## src/design/assert_macros.svh

```systemverilog
// Assertion macros shared by the disk scan request scheduler RTL.
// Depends on nothing; users must have clk and rst in scope.
`ifndef ASSERT_MACROS_SVH
`define ASSERT_MACROS_SVH

// Property checked at every rising edge outside reset.
`define DSRS_ASSERT(label, prop, msg) \
  label: assert property (@(posedge clk) disable iff (rst) (prop)) else $error(msg);

// Same-cycle implication.
`define DSRS_ASSERT_IMP(label, ante, cons, msg) \
  label: assert property (@(posedge clk) disable iff (rst) (ante) |-> (cons)) else $error(msg);

// Next-cycle implication.
`define DSRS_ASSERT_NEXT(label, ante, cons, msg) \
  label: assert property (@(posedge clk) disable iff (rst) (ante) |=> (cons)) else $error(msg);

`endif

```

## src/design/dsrs_pkg.sv

```systemverilog
// Package of the disk scan request scheduler: sizes, codes, FSM state and
// the structs passed between the sequencer and the scan unit. No dependencies.
`timescale 1ns / 1ps

package dsrs_pkg;

  localparam int POOL_DEPTH = 16;
  localparam int TRACK_BITS = 8;
  localparam int DIST_BITS  = TRACK_BITS + 1;
  localparam int IDX_BITS   = (POOL_DEPTH > 1) ? $clog2(POOL_DEPTH) : 1;
  localparam int ADDR_BITS  = 3;
  localparam int DATA_BITS  = 32;
  localparam int STATUS_BITS = 2;

  localparam logic OP_ADD   = 1'b0;
  localparam logic OP_SERVE = 1'b1;

  localparam logic REG_START_TRACK = 1'b0;
  localparam logic REG_CIRCULAR    = 1'b1;

  typedef enum logic [STATUS_BITS-1:0] {
    ST_ADDED   = 2'd0,
    ST_DROPPED = 2'd1,
    ST_SERVED  = 2'd2,
    ST_EMPTY   = 2'd3
  } status_t;

  typedef enum logic [2:0] {
    S_IDLE,
    S_ADD,
    S_SCAN,
    S_LAST,
    S_EVAL,
    S_DONE
  } state_t;

  typedef struct packed {
    logic                  clear;
    logic                  rd_en;
    logic [IDX_BITS-1:0]   rd_idx;
    logic [TRACK_BITS-1:0] pos;
    logic                  up;
  } scan_ctrl_t;

  typedef struct packed {
    logic                  found;
    logic [IDX_BITS-1:0]   idx;
    logic [TRACK_BITS-1:0] track;
    logic [TRACK_BITS-1:0] span;
  } scan_res_t;

endpackage

```

## src/design/dsrs_req_if.sv

```systemverilog
// Request channel of the disk scan request scheduler: valid, ready, op, track.
// Depends on dsrs_pkg.
`timescale 1ns / 1ps

interface dsrs_req_if;
  import dsrs_pkg::*;

  logic                  valid;
  logic                  ready;
  logic                  op;
  logic [TRACK_BITS-1:0] track;

  modport source (output valid, output op, output track, input ready);
  modport sink (input valid, input op, input track, output ready);
endinterface

```

## src/design/dsrs_rsp_if.sv

```systemverilog
// Result channel of the disk scan request scheduler: valid, ready and result fields.
// Depends on dsrs_pkg.
`timescale 1ns / 1ps

interface dsrs_rsp_if;
  import dsrs_pkg::*;

  logic                   valid;
  logic                   ready;
  logic [STATUS_BITS-1:0] status;
  logic [TRACK_BITS-1:0]  served_track;
  logic [DIST_BITS-1:0]   distance;
  logic                   wrapped;
  logic                   moving_up;

  modport source (output valid, output status, output served_track, output distance,
                  output wrapped, output moving_up, input ready);
  modport sink (input valid, input status, input served_track, input distance,
                input wrapped, input moving_up, output ready);
endinterface

```

## src/design/dsrs_ram.sv

```systemverilog
// Generic RAM with one write port and one registered read port.
// No dependencies.
`timescale 1ns / 1ps

module dsrs_ram #(
  parameter int WIDTH = 8,
  parameter int DEPTH = 16,
  parameter int AW    = (DEPTH > 1) ? $clog2(DEPTH) : 1
) (
  input  logic             clk,
  input  logic             we,
  input  logic [AW-1:0]    waddr,
  input  logic [WIDTH-1:0] wdata,
  input  logic [AW-1:0]    raddr,
  output logic [WIDTH-1:0] rdata
);

  logic [WIDTH-1:0] mem [DEPTH];

  always_ff @(posedge clk) begin
    if (we) begin
      mem[waddr] <= wdata;
    end
    rdata <= mem[raddr];
  end

endmodule

```

## src/design/dsrs_scan.sv

```systemverilog
// Shared scan unit: one slot per cycle, one subtract and compare, keeps the
// nearest eligible slot seen in the current pass. Depends on dsrs_pkg.
`timescale 1ns / 1ps

module dsrs_scan (
  input  logic                          clk,
  input  logic                          rst,
  input  dsrs_pkg::scan_ctrl_t          ctrl,
  input  logic [dsrs_pkg::POOL_DEPTH-1:0] slot_valid,
  input  logic [dsrs_pkg::TRACK_BITS-1:0] rdata,
  output dsrs_pkg::scan_res_t           res
);
  import dsrs_pkg::*;

  logic                  en_q;
  logic [IDX_BITS-1:0]   idx_q;
  logic                  found;
  logic [IDX_BITS-1:0]   best_idx;
  logic [TRACK_BITS-1:0] best_track;
  logic [TRACK_BITS-1:0] best_dist;
  logic                  elig;
  logic [TRACK_BITS-1:0] gap;
  logic                  take;

  always_ff @(posedge clk) begin
    if (rst) begin
      en_q <= 1'b0;
    end else begin
      en_q <= ctrl.rd_en;
    end
    idx_q <= ctrl.rd_idx;
  end

  always_comb begin
    if (ctrl.up) begin
      elig = (rdata >= ctrl.pos);
      gap  = rdata - ctrl.pos;
    end else begin
      elig = (rdata <= ctrl.pos);
      gap  = ctrl.pos - rdata;
    end
    take = en_q && slot_valid[idx_q] && elig && (!found || (gap < best_dist));
  end

  always_ff @(posedge clk) begin
    if (rst || ctrl.clear) begin
      found <= 1'b0;
    end else if (take) begin
      found <= 1'b1;
    end
    if (take && !ctrl.clear) begin
      best_idx   <= idx_q;
      best_track <= rdata;
      best_dist  <= gap;
    end
  end

  assign res = '{found: found, idx: best_idx, track: best_track, span: best_dist};

endmodule

```

## src/design/disk_scan_request_scheduler.sv

```systemverilog
// Top level of the disk scan request scheduler: sequencer, slot valid bits,
// head state, APB registers and result register. Uses dsrs_pkg, the channel
// interfaces, dsrs_ram and dsrs_scan.
//
//   Channel  Dir   Beat contents
//   req      in    op, track
//   rsp      out   status, served_track, distance, wrapped, moving_up
//   apb      in    start_track at 0x0, circular_mode at 0x4
//
// An add goes through S_ADD to S_DONE; a serve scans every slot (S_SCAN, S_LAST,
// S_EVAL) and scans again when the sweep turns or wraps; a serve of an empty pool
// skips to S_DONE. The single RAM read port and comparator see one slot a cycle.
// Reset clears the valid bits at once; no clearing pass is needed.
// req is ready only between items; a stalled result holds in the output
// register while the next item is already at work.
`timescale 1ns / 1ps

`include "assert_macros.svh"

module disk_scan_request_scheduler (
  input  logic                           clk,
  input  logic                           rst,
  dsrs_req_if.sink                       req,
  dsrs_rsp_if.source                     rsp,
  input  logic                           psel,
  input  logic                           penable,
  input  logic                           pwrite,
  input  logic [dsrs_pkg::ADDR_BITS-1:0] paddr,
  input  logic [dsrs_pkg::DATA_BITS-1:0] pwdata,
  output logic [dsrs_pkg::DATA_BITS-1:0] prdata,
  output logic                           pready
);
  import dsrs_pkg::*;

  state_t                state;
  state_t                state_next;

  logic [TRACK_BITS-1:0] start_track;
  logic                  circular_mode;
  logic [POOL_DEPTH-1:0] slot_valid;
  logic [TRACK_BITS-1:0] head_track;
  logic                  head_loaded;
  logic                  direction_up;

  logic [IDX_BITS-1:0]   cnt;
  logic [TRACK_BITS-1:0] track_q;
  logic                  pass_num;
  logic                  wrap_pass;
  logic [TRACK_BITS-1:0] pass_pos;
  logic                  pass_up;

  status_t               pend_status;
  logic [TRACK_BITS-1:0] pend_served;
  logic [DIST_BITS-1:0]  pend_dist;
  logic                  pend_wrapped;
  logic                  pend_up;

  logic                  out_vld;
  status_t               out_status;
  logic [TRACK_BITS-1:0] out_served;
  logic [DIST_BITS-1:0]  out_dist;
  logic                  out_wrapped;
  logic                  out_up;

  logic                  accept;
  logic                  cfg_we;
  logic [TRACK_BITS-1:0] head_eff;
  logic                  any_valid;
  logic                  full;
  logic [IDX_BITS-1:0]   free_idx;
  logic                  in_ready;
  logic                  add_do;
  logic                  eval_do;
  logic                  out_load;
  logic                  retry;
  scan_ctrl_t            scan_ctrl;
  scan_res_t             scan_res;
  logic [TRACK_BITS-1:0] rdata;

  assign accept    = req.valid && req.ready;
  assign head_eff  = head_loaded ? head_track : start_track;
  assign any_valid = |slot_valid;
  assign full      = &slot_valid;

  always_comb begin
    free_idx = '0;
    for (int i = POOL_DEPTH - 1; i >= 0; i--) begin
      if (!slot_valid[i]) begin
        free_idx = IDX_BITS'(i);
      end
    end
  end

  // Configuration port.
  assign pready = 1'b1;
  assign cfg_we = psel && penable && pwrite;

  always_ff @(posedge clk) begin
    if (rst) begin
      start_track   <= '0;
      circular_mode <= 1'b0;
    end else if (cfg_we) begin
      case (paddr[2])
        REG_START_TRACK: start_track   <= pwdata[TRACK_BITS-1:0];
        REG_CIRCULAR:    circular_mode <= pwdata[0];
        default:         start_track   <= start_track;
      endcase
    end
  end

  always_comb begin
    case (paddr[2])
      REG_START_TRACK: prdata = DATA_BITS'(start_track);
      REG_CIRCULAR:    prdata = DATA_BITS'(circular_mode);
      default:         prdata = '0;
    endcase
  end

  // Sequencer: next state.
  always_comb begin
    state_next = state;
    case (state)
      S_IDLE: begin
        if (accept) begin
          if (req.op == OP_SERVE) begin
            state_next = any_valid ? S_SCAN : S_DONE;
          end else begin
            state_next = S_ADD;
          end
        end
      end
      S_ADD:  state_next = S_DONE;
      S_SCAN: begin
        if (cnt == IDX_BITS'(POOL_DEPTH - 1)) begin
          state_next = S_LAST;
        end
      end
      S_LAST: state_next = S_EVAL;
      S_EVAL: begin
        if (scan_res.found || pass_num) begin
          state_next = S_DONE;
        end else begin
          state_next = S_SCAN;
        end
      end
      S_DONE: begin
        if (out_load) begin
          state_next = S_IDLE;
        end
      end
      default: state_next = S_IDLE;
    endcase
  end

  // Sequencer: outputs.
  always_comb begin
    in_ready = 1'b0;
    add_do   = 1'b0;
    eval_do  = 1'b0;
    out_load = 1'b0;
    case (state)
      S_IDLE: in_ready = 1'b1;
      S_ADD:  add_do   = 1'b1;
      S_EVAL: eval_do  = 1'b1;
      S_DONE: out_load = !out_vld || rsp.ready;
      default: in_ready = 1'b0;
    endcase
  end

  assign req.ready = in_ready;
  assign retry     = eval_do && !scan_res.found && !pass_num;

  assign scan_ctrl = '{clear: accept || retry, rd_en: (state == S_SCAN), rd_idx: cnt,
                       pos: pass_pos, up: pass_up};

  always_ff @(posedge clk) begin
    if (rst) begin
      state <= S_IDLE;
    end else begin
      state <= state_next;
    end
  end

  always_ff @(posedge clk) begin
    if (rst) begin
      cnt <= '0;
    end else if (state == S_SCAN) begin
      cnt <= cnt + 1'b1;
    end else begin
      cnt <= '0;
    end
  end

  // Pass setup and item state.
  always_ff @(posedge clk) begin
    if (accept) begin
      track_q   <= req.track;
      pass_num  <= 1'b0;
      wrap_pass <= 1'b0;
      pass_pos  <= head_eff;
      pass_up   <= direction_up;
    end else if (retry) begin
      pass_num <= 1'b1;
      if (direction_up && circular_mode) begin
        wrap_pass <= 1'b1;
        pass_pos  <= '0;
        pass_up   <= 1'b1;
      end else begin
        wrap_pass <= 1'b0;
        pass_pos  <= head_eff;
        pass_up   <= !direction_up;
      end
    end
  end

  // Pool valid bits, head and direction.
  always_ff @(posedge clk) begin
    if (rst) begin
      slot_valid   <= '0;
      head_loaded  <= 1'b0;
      head_track   <= '0;
      direction_up <= 1'b1;
    end else if (add_do && !full) begin
      slot_valid[free_idx] <= 1'b1;
    end else if (eval_do && scan_res.found) begin
      slot_valid[scan_res.idx] <= 1'b0;
      head_track  <= scan_res.track;
      head_loaded <= 1'b1;
      if (pass_num && !wrap_pass) begin
        direction_up <= !direction_up;
      end
    end
  end

  // Pending result of the current item.
  always_ff @(posedge clk) begin
    if (accept && req.op == OP_SERVE && !any_valid) begin
      pend_status  <= ST_EMPTY;
      pend_served  <= '0;
      pend_dist    <= '0;
      pend_wrapped <= 1'b0;
      pend_up      <= direction_up;
    end else if (add_do) begin
      pend_status  <= full ? ST_DROPPED : ST_ADDED;
      pend_served  <= '0;
      pend_dist    <= '0;
      pend_wrapped <= 1'b0;
      pend_up      <= direction_up;
    end else if (eval_do) begin
      if (scan_res.found) begin
        pend_status  <= ST_SERVED;
        pend_served  <= scan_res.track;
        pend_wrapped <= wrap_pass;
        if (wrap_pass) begin
          pend_dist <= DIST_BITS'(head_eff) + DIST_BITS'(scan_res.track);
        end else begin
          pend_dist <= DIST_BITS'(scan_res.span);
        end
        pend_up <= (pass_num && !wrap_pass) ? !direction_up : direction_up;
      end else begin
        pend_status  <= ST_EMPTY;
        pend_served  <= '0;
        pend_dist    <= '0;
        pend_wrapped <= 1'b0;
        pend_up      <= direction_up;
      end
    end
  end

  // Output register.
  always_ff @(posedge clk) begin
    if (rst) begin
      out_vld <= 1'b0;
    end else if (out_load) begin
      out_vld <= 1'b1;
    end else if (rsp.ready) begin
      out_vld <= 1'b0;
    end
    if (out_load) begin
      out_status  <= pend_status;
      out_served  <= pend_served;
      out_dist    <= pend_dist;
      out_wrapped <= pend_wrapped;
      out_up      <= pend_up;
    end
  end

  assign rsp.valid        = out_vld;
  assign rsp.status       = out_status;
  assign rsp.served_track = out_served;
  assign rsp.distance     = out_dist;
  assign rsp.wrapped      = out_wrapped;
  assign rsp.moving_up    = out_up;

  dsrs_ram #(
    .WIDTH (TRACK_BITS),
    .DEPTH (POOL_DEPTH)
  ) u_slot_ram (
    .clk   (clk),
    .we    (add_do && !full),
    .waddr (free_idx),
    .wdata (track_q),
    .raddr (cnt),
    .rdata (rdata)
  );

  dsrs_scan u_scan (
    .clk        (clk),
    .rst        (rst),
    .ctrl       (scan_ctrl),
    .slot_valid (slot_valid),
    .rdata      (rdata),
    .res        (scan_res)
  );

  `DSRS_ASSERT_IMP(a_pick_valid, eval_do && scan_res.found, slot_valid[scan_res.idx], "picked slot not valid")
  `DSRS_ASSERT_NEXT(a_serve_frees, eval_do && scan_res.found, $countones(slot_valid) + 1 == $countones($past(slot_valid)), "serve did not free one slot")
  `DSRS_ASSERT_NEXT(a_add_fills, add_do && !full, $countones(slot_valid) == $countones($past(slot_valid)) + 1, "add did not fill one slot")
  `DSRS_ASSERT_IMP(a_scan_idle_req, state == S_SCAN, !req.ready && any_valid, "scan running without pending slots or while ready")

endmodule

```

## src/flat_wrapper.sv

```systemverilog
// flat-port wrapper written by rule: the top's interface ports become plain ports
module disk_scan_request_scheduler_flat import dsrs_pkg::*;
  (clk, rst, psel, penable, pwrite, paddr, pwdata, prdata, pready, req_valid, req_op, req_track, req_ready, rsp_valid, rsp_status, rsp_served_track, rsp_distance, rsp_wrapped, rsp_moving_up, rsp_ready);
  dsrs_req_if req_i ();
  dsrs_rsp_if rsp_i ();
  input  logic clk;
  input  logic rst;
  input  logic psel;
  input  logic penable;
  input  logic pwrite;
  input  logic [dsrs_pkg::ADDR_BITS-1:0] paddr;
  input  logic [dsrs_pkg::DATA_BITS-1:0] pwdata;
  output logic [dsrs_pkg::DATA_BITS-1:0] prdata;
  output logic pready;
  input wire logic [$bits(req_i.valid)-1:0] req_valid;
  input wire logic [$bits(req_i.op)-1:0] req_op;
  input wire logic [$bits(req_i.track)-1:0] req_track;
  output wire logic [$bits(req_i.ready)-1:0] req_ready;
  output wire logic [$bits(rsp_i.valid)-1:0] rsp_valid;
  output wire logic [$bits(rsp_i.status)-1:0] rsp_status;
  output wire logic [$bits(rsp_i.served_track)-1:0] rsp_served_track;
  output wire logic [$bits(rsp_i.distance)-1:0] rsp_distance;
  output wire logic [$bits(rsp_i.wrapped)-1:0] rsp_wrapped;
  output wire logic [$bits(rsp_i.moving_up)-1:0] rsp_moving_up;
  input wire logic [$bits(rsp_i.ready)-1:0] rsp_ready;
  assign req_i.valid = req_valid;
  assign req_i.op = req_op;
  assign req_i.track = req_track;
  assign req_ready = req_i.ready;
  assign rsp_valid = rsp_i.valid;
  assign rsp_status = rsp_i.status;
  assign rsp_served_track = rsp_i.served_track;
  assign rsp_distance = rsp_i.distance;
  assign rsp_wrapped = rsp_i.wrapped;
  assign rsp_moving_up = rsp_i.moving_up;
  assign rsp_i.ready = rsp_ready;
  disk_scan_request_scheduler u_core (.clk(clk), .rst(rst), .req(req_i), .rsp(rsp_i), .psel(psel), .penable(penable), .pwrite(pwrite), .paddr(paddr), .pwdata(pwdata), .prdata(prdata), .pready(pready));
endmodule
```

## config.mk

```make
export PLATFORM = sky130hd
export DESIGN_NAME = disk_scan_request_scheduler_flat
export DESIGN_NICKNAME = d
export VERILOG_FILES = /design/src/design/dsrs_pkg.sv /design/src/design/dsrs_req_if.sv /design/src/design/dsrs_rsp_if.sv /design/src/design/dsrs_ram.sv /design/src/design/dsrs_scan.sv /design/src/design/disk_scan_request_scheduler.sv /design/src/flat_wrapper.sv
export VERILOG_INCLUDE_DIRS = /design/src /design/src/design
export SDC_FILE = /design/constraint.sdc
export NUM_CORES = 1
export LEC_CHECK = 0
export BUFFER_PORTS_ARGS = -buffer_cell sky130_fd_sc_hd__buf_2
export CAP_MARGIN = 20
export CORE_ASPECT_RATIO = 0.75
export CORE_MARGIN = 5
export CORE_UTILIZATION = 54
export CTS_CLUSTER_SIZE = 16
export DETAILED_ROUTE_END_ITERATION = 8
export GPL_ROUTABILITY_DRIVEN = 0
export PLACE_DENSITY = 0.76
export SYNTH_ARGS = -nofsm -noshare
export SYNTH_HDL_FRONTEND = slang
export SYNTH_SLANG_ARGS = --single-unit
```

## constraint.sdc

```tcl
create_clock -name clk -period 4.42 [get_ports clk]
set_input_delay 0.442 -clock clk [delete_from_list [all_inputs] [get_ports clk]]
set_output_delay 0.442 -clock clk [all_outputs]
set_load 0.01 [all_outputs]
```

# After elaboration in Yosys (flattened, before gate mapping)
# Memory sizes are Yosys's and may differ from the RTL's. A register that Yosys moved wholly into a read port is not among the register bits.
# Index checks and enable logic that the tools add are counted.
# Widths: inputs -> output; s select.
# totals
reg_bits,130
mem_bits_rw,128
inputBits,51
elab_cells,165
memories,1
# memory_table
memory,depth,width,rd,rd_clocked_by_memory_dff,write_ports,line_no,rtl
u_core.u_slot_ram.mem,16,8,1,1,1,dsrs_ram.sv:18,logic [WIDTH-1:0] mem [DEPTH];
# op_classes
addsub,4
magnitude_cmp,8
n_eq_ne,9
mux,63
bitwise_logic,6
reduce_logical,44
# ops
cell,n
$mux 4,16
$pmux 32 s2,1
$mux 8,6
$mux 16,2
$mux 1,24
$mux 3,6
$mux 9,2
$pmux 3 s6,1
$logic_and 1x1->1,17
$and 16x16->16,1
$not 16->16,1
$or 16x16->16,1
$reduce_and 16->1,1
$reduce_or 16->1,1
$sub 8x8->8,2
$lt 4x5->1 const B,3
$add 8x8->9,1
$demux 1 s4,2
$ge 4x1->1 const B,2
$ge 8x8->1,1
$le 8x8->1,1
$logic_not 1->1,8
$lt 8x8->1,1
$reduce_bool 2->1,4
15 further kinds,29

# Longest topological paths before layout
# logic_depth
word_depth,22
depth_mapped,13
depth_no_buf,13

# Hierarchy
# Synthesis repeated with hierarchy kept, for this count alone.
# unflattened
hier_cells,873
area_unflattened_um2,11584.9
# modules_own_cells
mod,n_inst,cells_per_inst,area_each_um2,seq_area_each_um2
dsrs_ram,1,229,5147.4,4003.8
disk_scan_request_scheduler,1,494,4724.5,2472.4
dsrs_scan,1,150,1712.9,720.7

# Least setup slack after synthesis
# OpenSTA, ideal clock, no wires.
# synth_timing
path_type,register -> register
from,register u_core.pass_pos[0]
to,register u_core.u_scan.best_dist[0] (enable)
setup_ns,0.431
arrival_time_ns,4.303
required_time_ns,3.989
path_slack_ns,-0.314
path_stages_with_launch,14
path_buffers,0
path_cell_list,edfxtp_1 inv_1 ha_1 inv_1 fa_1 a21o_1 a211oi_1 a31oi_1 a31oi_1 xnor2_1 ha_1 a211o_1 a31o_2 a221oi_1
# synth_between
elab_chain_len,6
elab_cells_between_ends,11
cone_classes,add/sub: 2; order compare: 3; mux: 2; reduce/logical: 4
# synth_rtl
element,line_no,rtl
start: declaration,disk_scan_request_scheduler.sv:49,logic [TRACK_BITS-1:0] pass_pos;
start signal: assignment,disk_scan_request_scheduler.sv:200,pass_pos <= head_eff;
start signal: assignment,disk_scan_request_scheduler.sv:206,pass_pos <= '0;
start signal: assignment,disk_scan_request_scheduler.sv:210,pass_pos <= head_eff;
$sub 8x8->8 (on tied branches),"dsrs_scan.sv:40, dsrs_scan.sv:37",
$mux 8 (*),dsrs_scan.sv:35,if (ctrl.up) begin
via u_core.u_scan.gap[6],dsrs_scan.sv:22,logic [TRACK_BITS-1:0] gap;
$lt 8x8->1 (*),dsrs_scan.sv:42,take = en_q && slot_valid[idx_q] && elig && (!found || (gap < best_dist));
$logic_or 1x1->1 (*),dsrs_scan.sv:42,
$logic_and 1x1->1 (*),dsrs_scan.sv:42,
$logic_and 1x1->1 (*),dsrs_scan.sv:51,if (take && !ctrl.clear) begin
end signal: assignment,dsrs_scan.sv:54,best_dist <= gap;
end: declaration,dsrs_scan.sv:20,logic [TRACK_BITS-1:0] best_dist;
# Mark *: on every way through the listed nets, which the timed path passes. The rest lies on a longest branch.
# A chain may end at the register's enable or synchronous reset.

# Worst setup path after layout
# layout_timing
from,register u_core.pass_pos[0]
to,register u_core.u_scan.best_track[3] (enable)
# layout_between
elab_chain_len,6
elab_cells_between_ends,11
cone_classes,add/sub: 2; order compare: 3; mux: 2; reduce/logical: 4
# layout_rtl
element,line_no,rtl
$sub 8x8->8 (on tied branches),"dsrs_scan.sv:40, dsrs_scan.sv:37",
$mux 8 (*),dsrs_scan.sv:35,
via u_core.u_scan.gap[6],dsrs_scan.sv:22,
$lt 8x8->1 (*),dsrs_scan.sv:42,
$logic_or 1x1->1 (*),dsrs_scan.sv:42,
$logic_and 1x1->1 (*),dsrs_scan.sv:42,
$logic_and 1x1->1 (*),dsrs_scan.sv:51,
end signal: assignment,dsrs_scan.sv:53,best_track <= rdata;
end: declaration,dsrs_scan.sv:19,logic [TRACK_BITS-1:0] best_track;
# Marked as above.

==> results.tsv <==
stage	metric	value	unit
setup_path	critPathArrivalTime	3.91	ns
sta	setup_tns	0	ns
setup_path	path_max_fanout	20	
clock_network	cts_buffers	25	
detailed_routing	drt_iter0_markers	642	
detailed_routing	drc	0	
setup_path	cpPeakStageDelay	0.45	ns
cells_and_area	antenna_cells	0	
clock_network	cts_setup_buffers	0	
pwr	p_sw	1940	µW
synth	ys_warn_count	0	
clock_network	cts_max_level	1	
detailed_routing	drtPass1Iterations	7	
floorplan	die_h	137	µm
global_route	grt_pass1_vias	6609	
sta	final.period_utilization	83.9	%
synth	ys_async_sr_fraction	0	%
synth	synth_edf_count	187	
clock_network	root_buffer	clkbuf_16	
floorplan	placementRows	46	
synth	syn_avg_cell_area	13.7	µm²
clock_network	clockBufferDepth	3	
setup_path	cp.required	4.62	ns
global_route	use_met1	29.9	%
sta	hold_violations	0	
placed_design	dp_hpwl	17200	µm
clock_network	clock-sinks	266	
cells_and_area	drive_gt1_share	19.6	%
detailed_routing	via_count	7077	
pwr	power.share.clock	31.9	%
synth	synth_area	11700	µm²
min_path	hold_path.class	in -> reg	
global_route	top_usage_layer	met1	
synth	synth.distinct_cells	77	
global_route	track_usage	19.6	%
pwr	switching_share	28.1	%
clock_network	clk_pin_slew	0.06	ns
sta	fmax	270	MHz
setup_path	critPathLaunchType	register	
pwr	p_leak	0.00458	µW
setup_path	path_cells	inv_1 > ha_1 > inv_1 > fa_1 > a21o_1 > a211oi_1 > a31oi_1 > a31oi_1 > xnor2_1 > ha_1 > a211o_1 > a31o_2 > a221oi_2 > buf_4	
cells_and_area	area_growth	11.0	%
setup_path	end_kind	register	
pwr	p_comb_share	21.0	%
setup_path	crit_cells	14	
floorplan	initial_core_util	55.1	%
detailed_routing	wl_per_cell	20.4	µm
clock_network	insertion_delay	0.53	ns
pwr	intPower	4960	µW
synth	ys.flop_type	edfxtp_1	
sta	slew_viol_final	0	
sta	finalClockSkew	0.00999	ns
pwr	ir_worst_vdd	445	µV
global_route	met3_usage	3.62	%
detailed_routing	drt-total-wl	24700	µm
clock_network	cts_tree	built	
synth	synth-seq-cells	266	
clock_network	ctsHoldBuffers	0	
detailed_routing	ant_nets	0	
global_route	grt_pass1_wl	37700	µm
global_route	antenna_found_initial	0	
clock_network	post_cts_resized	0	
synth	ys_seq_area_share	61.7	%
placed_design	portBuffers	55	
floorplan	ioPinCount	107	
synth	netlist_instances	854	
flow_run	drv_cap	0	
floorplan	dieWidth	180	µm
global_route	global_route.overflow_total	0	
detailed_routing	viasPerCell	5.84	
global_route	grtUsageMet2	29.4	%
sta	holdWs	0.0919	ns
sta	period_needed	3.71	ns
sta	relSlewSlack	35.0	%
setup_path	crit_family	compound AO/OA/AOI/OAI gates	
setup_path	worstSetupPathType	reg -> reg	
setup_path	reg2regPathDepth	14	
global_route	grt_max_degree	47	
floorplan	core_area	21200	µm²
status	outcome	finished, final reports clean	
setup_path	slowest_stage	fa_1	
floorplan	die_area	24700	µm²
cells_and_area	final_net_count	989	
sta	rsz0062_at_grt	false	
sta	tightest_slew	0.971	ns
sta	setup_viol	0	
pwr	p_per_area	533	nW/µm²
pwr	p_seq_share	47.1	%
min_path	hold_depth	1	
setup_path	critPathBufInv	3	
==> final timing paths <==
path,startpoint,endpoint,slack (ns)
worst max register to register,u_core.pass_pos[0],u_core.u_scan.best_track[3],0.71
worst min-delay path,req_track[0],u_core.track_q[0],0.09
worst max-delay path,u_core.pass_pos[0],u_core.u_scan.best_track[3],0.71
worst min register to register,u_core.pend_up,u_core.rsp.moving_up,0.42
==> registers in the layout, summed over array words and instances, names as in the netlist, 2 cells and up <==
signal,flops
u_core.start_track,8
u_core.u_slot_ram.rdata,8
u_core.pass_pos,8
u_core.u_scan.idx_q,4
u_core.u_slot_ram.mem,128
u_core.pend_dist,9
u_core.slot_valid,16
u_core.track_q,8
u_core.u_scan.best_idx,4
u_core.state,3
u_core.rsp.served_track,8
u_core.head_track,8
u_core.pend_served,8
u_core.u_scan.best_track,8
u_core.rsp.distance,9
u_core.cnt,4
u_core.pend_status,2
u_core.rsp.status,2
u_core.u_scan.best_dist,8
==> power groups by stage <==
stage,Sequential [µW],Combinational [µW],Clock [µW]
2_1_floorplan,3160,1200,0
3_3_place_gp,3280,1390,0
3_5_place_dp,3300,1440,0
4_1_cts,3250,1450,2240
5_1_grt,3280,1610,2350
6_report,3250,1450,2200
==> per-layer routing <==
layer,routed length (µm),vias up
met5,0,-
met4,486,0
met3,1820,39
met2,10800,283
met1,11600,3506
li1,-,3249
==> layout make-up <==
class | instances | area [µm²]
timing repair buffer | 68 | 380
fill | 1605 | 8230
tap | 288 | 360
inverter | 51 | 191
multi-input combinational | 492 | 3980
clock buffer | 35 | 683
sequential | 266 | 7200
clock inverter | 11 | 161
==> placed cells by master (no fill, tap or decap), drive strengths merged, types with 5 or more instances in the layout <==
master / synthesis / final
edfxtp: 187 / 187
dfxtp: 79 / 79
buf: 43 / 68
nand2: 61 / 61
inv: 51 / 53
mux4: 43 / 43
nor2: 42 / 42
clkbuf: 25 / 35
a21oi: 34 / 34
ha: 31 / 31
o21ai: 31 / 31
conb: 2 / 25
nor2b: 19 / 19
nand3: 15 / 15
mux2i: 11 / 11
nor3: 11 / 11
mux2: 10 / 10
and2: 10 / 10
nand4: 9 / 9
nand2b: 8 / 8
xnor2: 8 / 8
a31oi: 8 / 8
or2: 8 / 8
a221o: 7 / 7
xor2: 7 / 7
o22ai: 7 / 7
o31ai: 6 / 6
a21o: 5 / 5
o21bai: 5 / 5
nor4: 5 / 5
a21boi: 5 / 5
o32ai: 5 / 5
==> metrics by stage <==
step                      total power, µW  cell area [µm²]  setup slack [ns]  cells  utilization, %
after floorplan                      4360            11800             0.341    877               -
after global placement               4680            12100             0.756   1164            57.1
after detailed placement             4740            12100             0.725   1164            57.1
after CTS                            6930            12900             0.693   1210            61.1
after global routing                 7240            13000             0.469   1211            61.1
final                                6900            13000             0.713   1211            61.1
==> synth_stat cells (3+ instances only) <==
master,count,area share [%]
a21boi_0,3,0.19
xor2_1,7,0.53
xnor2_1,8,0.60
a221o_1,7,0.60
o32ai_2,3,0.42
fa_1,3,0.51
ha_1,31,3.3
or2_2,5,0.27
nand2b_1,8,0.43
clkbuf_1,24,0.77
nor2b_1,19,1.0
nand2_1,60,1.9
a21oi_1,33,1.4
nor3b_1,3,0.19
a21o_1,5,0.32
nand3b_1,3,0.19
dfxtp_1,79,14
nor3_1,10,0.43
o211a_1,4,0.34
o21a_1,4,0.26
nor4_1,3,0.16
o31ai_1,6,0.39
mux2_2,10,0.97
and2_1,10,0.54
buf_2,11,0.47
mux4_2,43,8.3
nand3_1,14,0.60
o41ai_1,4,0.30
a31oi_1,8,0.43
inv_1,51,1.6
o21ai_0,30,1.3
a211oi_1,4,0.26
nand4_1,8,0.43
mux2i_1,11,0.94
a22o_1,3,0.23
edfxtp_1,187,48
nor2_1,41,1.3
buf_4,29,1.9
o22ai_1,7,0.38
o21bai_1,5,0.32
==> logic make-up after synthesis <==
family                     after synthesis  synth area share, %
AOI/OAI and AO/OA                      152                 9.06
xor gates and xnor gates                15                 1.13
adders and majority gates               34                 3.84
buffers and inverters                  119                 5.02
DFF                                    266                 61.7
muxes                                   64                 10.2
other                                    2               0.0644
and+or+nand+nor                        202                 8.97
Note: power is estimated with default switching activity, not from simulation.
